==> src/hw/rtl/arfm_pkg.sv <==
// ----------------------------------------------------------------------------
// arfm_pkg
// Shared types and constants of the audio ring FIFO and tone mixer.
// ----------------------------------------------------------------------------
package arfm_pkg;

	localparam int FIFO_FRAMES = 32768;
	localparam int PTR_W       = (FIFO_FRAMES > 1) ? $clog2(FIFO_FRAMES) : 1;
	localparam int CNT_W       = $clog2(FIFO_FRAMES + 1);
	localparam int SAMPLE_W    = 16;
	localparam int FRAME_W     = 2 * SAMPLE_W;
	localparam int FILL_W      = 16;
	localparam int PHASE_W     = 32;
	localparam int PHASE_MSB   = PHASE_W - 1;
	localparam int CFG_IDX_W   = 2;
	localparam int CFG_DATA_W  = 32;

	localparam logic signed [SAMPLE_W-1:0] TONE_AMP = 16'sd8000;
	localparam logic signed [SAMPLE_W-1:0] SAT_MAX  = 16'sh7fff;
	localparam logic signed [SAMPLE_W-1:0] SAT_MIN  = 16'sh8000;

	typedef enum logic [1:0] {
		ST_OK       = 2'd0,
		ST_FULL     = 2'd1,
		ST_DISABLED = 2'd2,
		ST_UNDERRUN = 2'd3
	} status_t;

	typedef enum logic [CFG_IDX_W-1:0] {
		REG_PLAYBACK_ENABLE = 2'd0,
		REG_TONE_ENABLE     = 2'd1,
		REG_TONE_STEP       = 2'd2
	} reg_index_t;

	typedef enum logic {
		KIND_PUSH = 1'b0,
		KIND_PULL = 1'b1
	} kind_t;

	typedef struct packed {
		logic use_sample;
		logic mix;
		logic tone_pos;
	} lane_ctrl_t;

endpackage

==> src/hw/rtl/arfm_lane.sv <==
// ----------------------------------------------------------------------------
// arfm_lane
// One channel of the mixer: selects the stored sample or silence and, when
// mixing, adds the square tone with saturation to the signed 16-bit range.
// ----------------------------------------------------------------------------
module arfm_lane (
	input  arfm_pkg::lane_ctrl_t                  ctrl,
	input  logic signed [arfm_pkg::SAMPLE_W-1:0]  sample,
	output logic signed [arfm_pkg::SAMPLE_W-1:0]  mixed
);

	logic signed [arfm_pkg::SAMPLE_W-1:0] base;
	logic signed [arfm_pkg::SAMPLE_W-1:0] tone;
	logic        [arfm_pkg::SAMPLE_W:0]   sum;

	always_comb begin
		base = ctrl.use_sample ? sample : '0;
		tone = ctrl.tone_pos ? arfm_pkg::TONE_AMP : -arfm_pkg::TONE_AMP;
		sum  = {base[arfm_pkg::SAMPLE_W-1], base} + {tone[arfm_pkg::SAMPLE_W-1], tone};
		if (!ctrl.mix) begin
			mixed = base;
		end else if (sum[arfm_pkg::SAMPLE_W] != sum[arfm_pkg::SAMPLE_W-1]) begin
			mixed = sum[arfm_pkg::SAMPLE_W] ? arfm_pkg::SAT_MIN : arfm_pkg::SAT_MAX;
		end else begin
			mixed = sum[arfm_pkg::SAMPLE_W-1:0];
		end
	end

endmodule

==> config.mk <==
export PLATFORM = sky130hd
export DESIGN_NAME = arfm_lane
export DESIGN_NICKNAME = d
export VERILOG_FILES = /design/src/hw/rtl/arfm_pkg.sv /design/src/hw/rtl/arfm_lane.sv
export SDC_FILE = /design/constraint.sdc
export NUM_CORES = 1
export LEC_CHECK = 0
export BUFFER_PORTS_ARGS = -buffer_cell sky130_fd_sc_hd__buf_4
export CORE_MARGIN = 2
export CORE_UTILIZATION = 50
export DETAILED_ROUTE_END_ITERATION = 8
export GPL_TIMING_DRIVEN = 1
export PLACE_DENSITY = 0.93
export RECOVER_POWER = 25
export SETUP_SLACK_MARGIN = 0.1
export SYNTH_ARGS = -nofsm -noshare
export SYNTH_HDL_FRONTEND = slang
export SYNTH_SLANG_ARGS = --single-unit
==> constraint.sdc <==
create_clock -name vclk -period 4.5
set_clock_uncertainty 0.1 [all_clocks]
set_input_delay 0.9 -clock vclk [all_inputs]
set_output_delay 0.9 -clock vclk [all_outputs]
set_load 0.02 [all_outputs]
==> results.md <==
* Multi-input gate area at 877 µm²
* Leakage power at 0.000558 µW
* Period utilization at 95.8%
* Most frequent cells in the layout: buf_4, nand2_1, a21oi_1, nor2_1, ha_1
* Syn_nets at 156
* Worst setup path class: primary input to output port
* Fillers at 135
* DRT Wirelength at 2860 µm
* DR WL/cell at 15.4 µm
* Routed vias/inst at 6.32
* Synth Instances at 127
* Final hold vios at 0
* Net count reported at finish at 192
* Yosys warnings at 0
* Gr usage total at 26.5%
* Share of cells above drive strength 1 at 32.3%
* Pin count of the biggest net entering global routing at 19
* Synthesis-to-finish area growth at 35.9%
* # diodes at 0
* Initial DRC count at 48
* Avg Inst Size Synth at 7.07 µm²
* Power Density at 176 nW/µm²
* Clkbuf count at 0
* Core area at 1710 µm²
* Utilization after layout at 71.5%
* FMAX at 232 MHz
* Die Area at 2150 µm²
* Syn Std Cell Area at 898 µm²
* GPL Wtd Cong at 0.873
* Commonest non-fill, non-tap cell in the layout: buf_4
* Status: finished, final reports clean
* Via count at 1175
* Vias in the first global route at 1015
* Minimum clock period at 4310 ps
* Crit path max fanout at 18
* Critical Path Source Type: primary input
* Die Wd at 46.4 µm
* Busiest grt layer: met2
* Slew @ Worst Pin at 392 ps
* Fin Setup TNS at 0 ps
* Final setup fails at 0
* Die Ht at 46.4 µm
* First-pass GRT wire length at 4250 µm
* Hold/Removal Path Class: primary input to output port
* Crit end category: output port
* Post-route ant nets at 0
* Library cells used by synthesis at 43
* Number of sequential cells at 0
* Register area at 0 µm²
* Slew Viols, Final at 0
* Sequential area share after synthesis at 0%
* Met2 Use GR at 43.3%
* GR Util met3 at 1.57%
* Ports at 35
* Final Power at 215 µW
* GRT met1 Usage at 35.6%
* Initial core utilization at 52.6%
* Port Buffers at 35
* Slew headroom at 73.5%
* Residual DRC at 0
* CP arrival at 3310 ps
* CP Data Required Time at 3500 ps
* FP Rows at 15
* RSZ-0062 raised after global routing: yes
* Final instance area at 1220 µm²
* Initial antenna violation count at 0
* Grt ovf at 0
* Dpl hpwl at 2230 µm
* Maxcap violations at 0
* Max IR drop VDD at 0.113 mV
* First-pass detailed-route iteration total at 4
* Post-place instance area at 1180 µm²
-- cells in the mapped netlist (2+ instances only) --
cell      instances  area share, %
o211ai_1          5            4.2
nand2_1          18            7.5
o21ai_0           4            2.2
clkbuf_1          3            1.3
xor2_1            3            2.9
a21oi_1          14            7.8
a211oi_1          7            5.8
nand2b_1          5            3.5
and2_1            8            5.6
nor2_1           11            4.6
o211a_1           2            2.2
nor3_1            2            1.1
inv_1             2           0.84
xnor2_1           3            2.9
o21a_1            4            3.3
ha_1              9             13
-- kinds of logic (layout without fill, tap and decap cells) --
family	count (synthesis)	in the layout	synth area share [%]
compound gates	49	49	43.2
xor+xnor	6	6	5.85
fa+ha+maj	10	10	14.8
buf+inv	7	41	4.18
mux	1	1	1.25
simple gates	54	54	30.8
-- stage by stage --
step | setup slack, ps | hold WS, ps | std cells
floorplan | 270 | 1890 | 127
global placement | 266 | 2060 | 184
detailed placement | 191 | 2060 | 184
CTS | 172 | 2060 | 184
global route | 51.6 | 2080 | 186
finish | 190 | 2070 | 186
-- critical path: stages --
cell and delay [ps]:
buf_4 170, and2_1 160, ha_1 350, nand4_1 140, a21oi_1 250, o21a_1 230
a41oi_4 170, buf_4 190, o32a_1 420, a21oi_1 170, buf_4 160
-- worst paths after layout --
path                  startpoint        to  cells after the start
worst max-delay path     ctrl[2]  mixed[3]                     11
worst min-delay path   sample[5]  mixed[5]                      4
-- per-layer routing --
layer	share of wire (%)	wire, µm
met1	42	1190
met2	48	1370
met3	6.8	194
met4	3.7	105
met5	0	0
-- power breakdown --
group / total [µW] / internal, µW / switching, µW
clock network: 0 / 0 / 0
registers: 0 / 0 / 0
logic: 215 / 94.1 / 121
-- layout make-up --
class | count | share of cell area [%]
multi-input cells | 120 | 71.8
repair buffers | 39 | 25.0
well taps | 25 | 2.56
inverters | 2 | 0.615
-- what timing repair did --
item                                   4_1_cts  5_1_grt
setup buffers                                0        2
resized for setup                            0        4
endpoints found under the hold margin        0        0
setup endpoints to repair                    0       15
hold buffers                                 0        0
(Power assumes the default switching activity.)
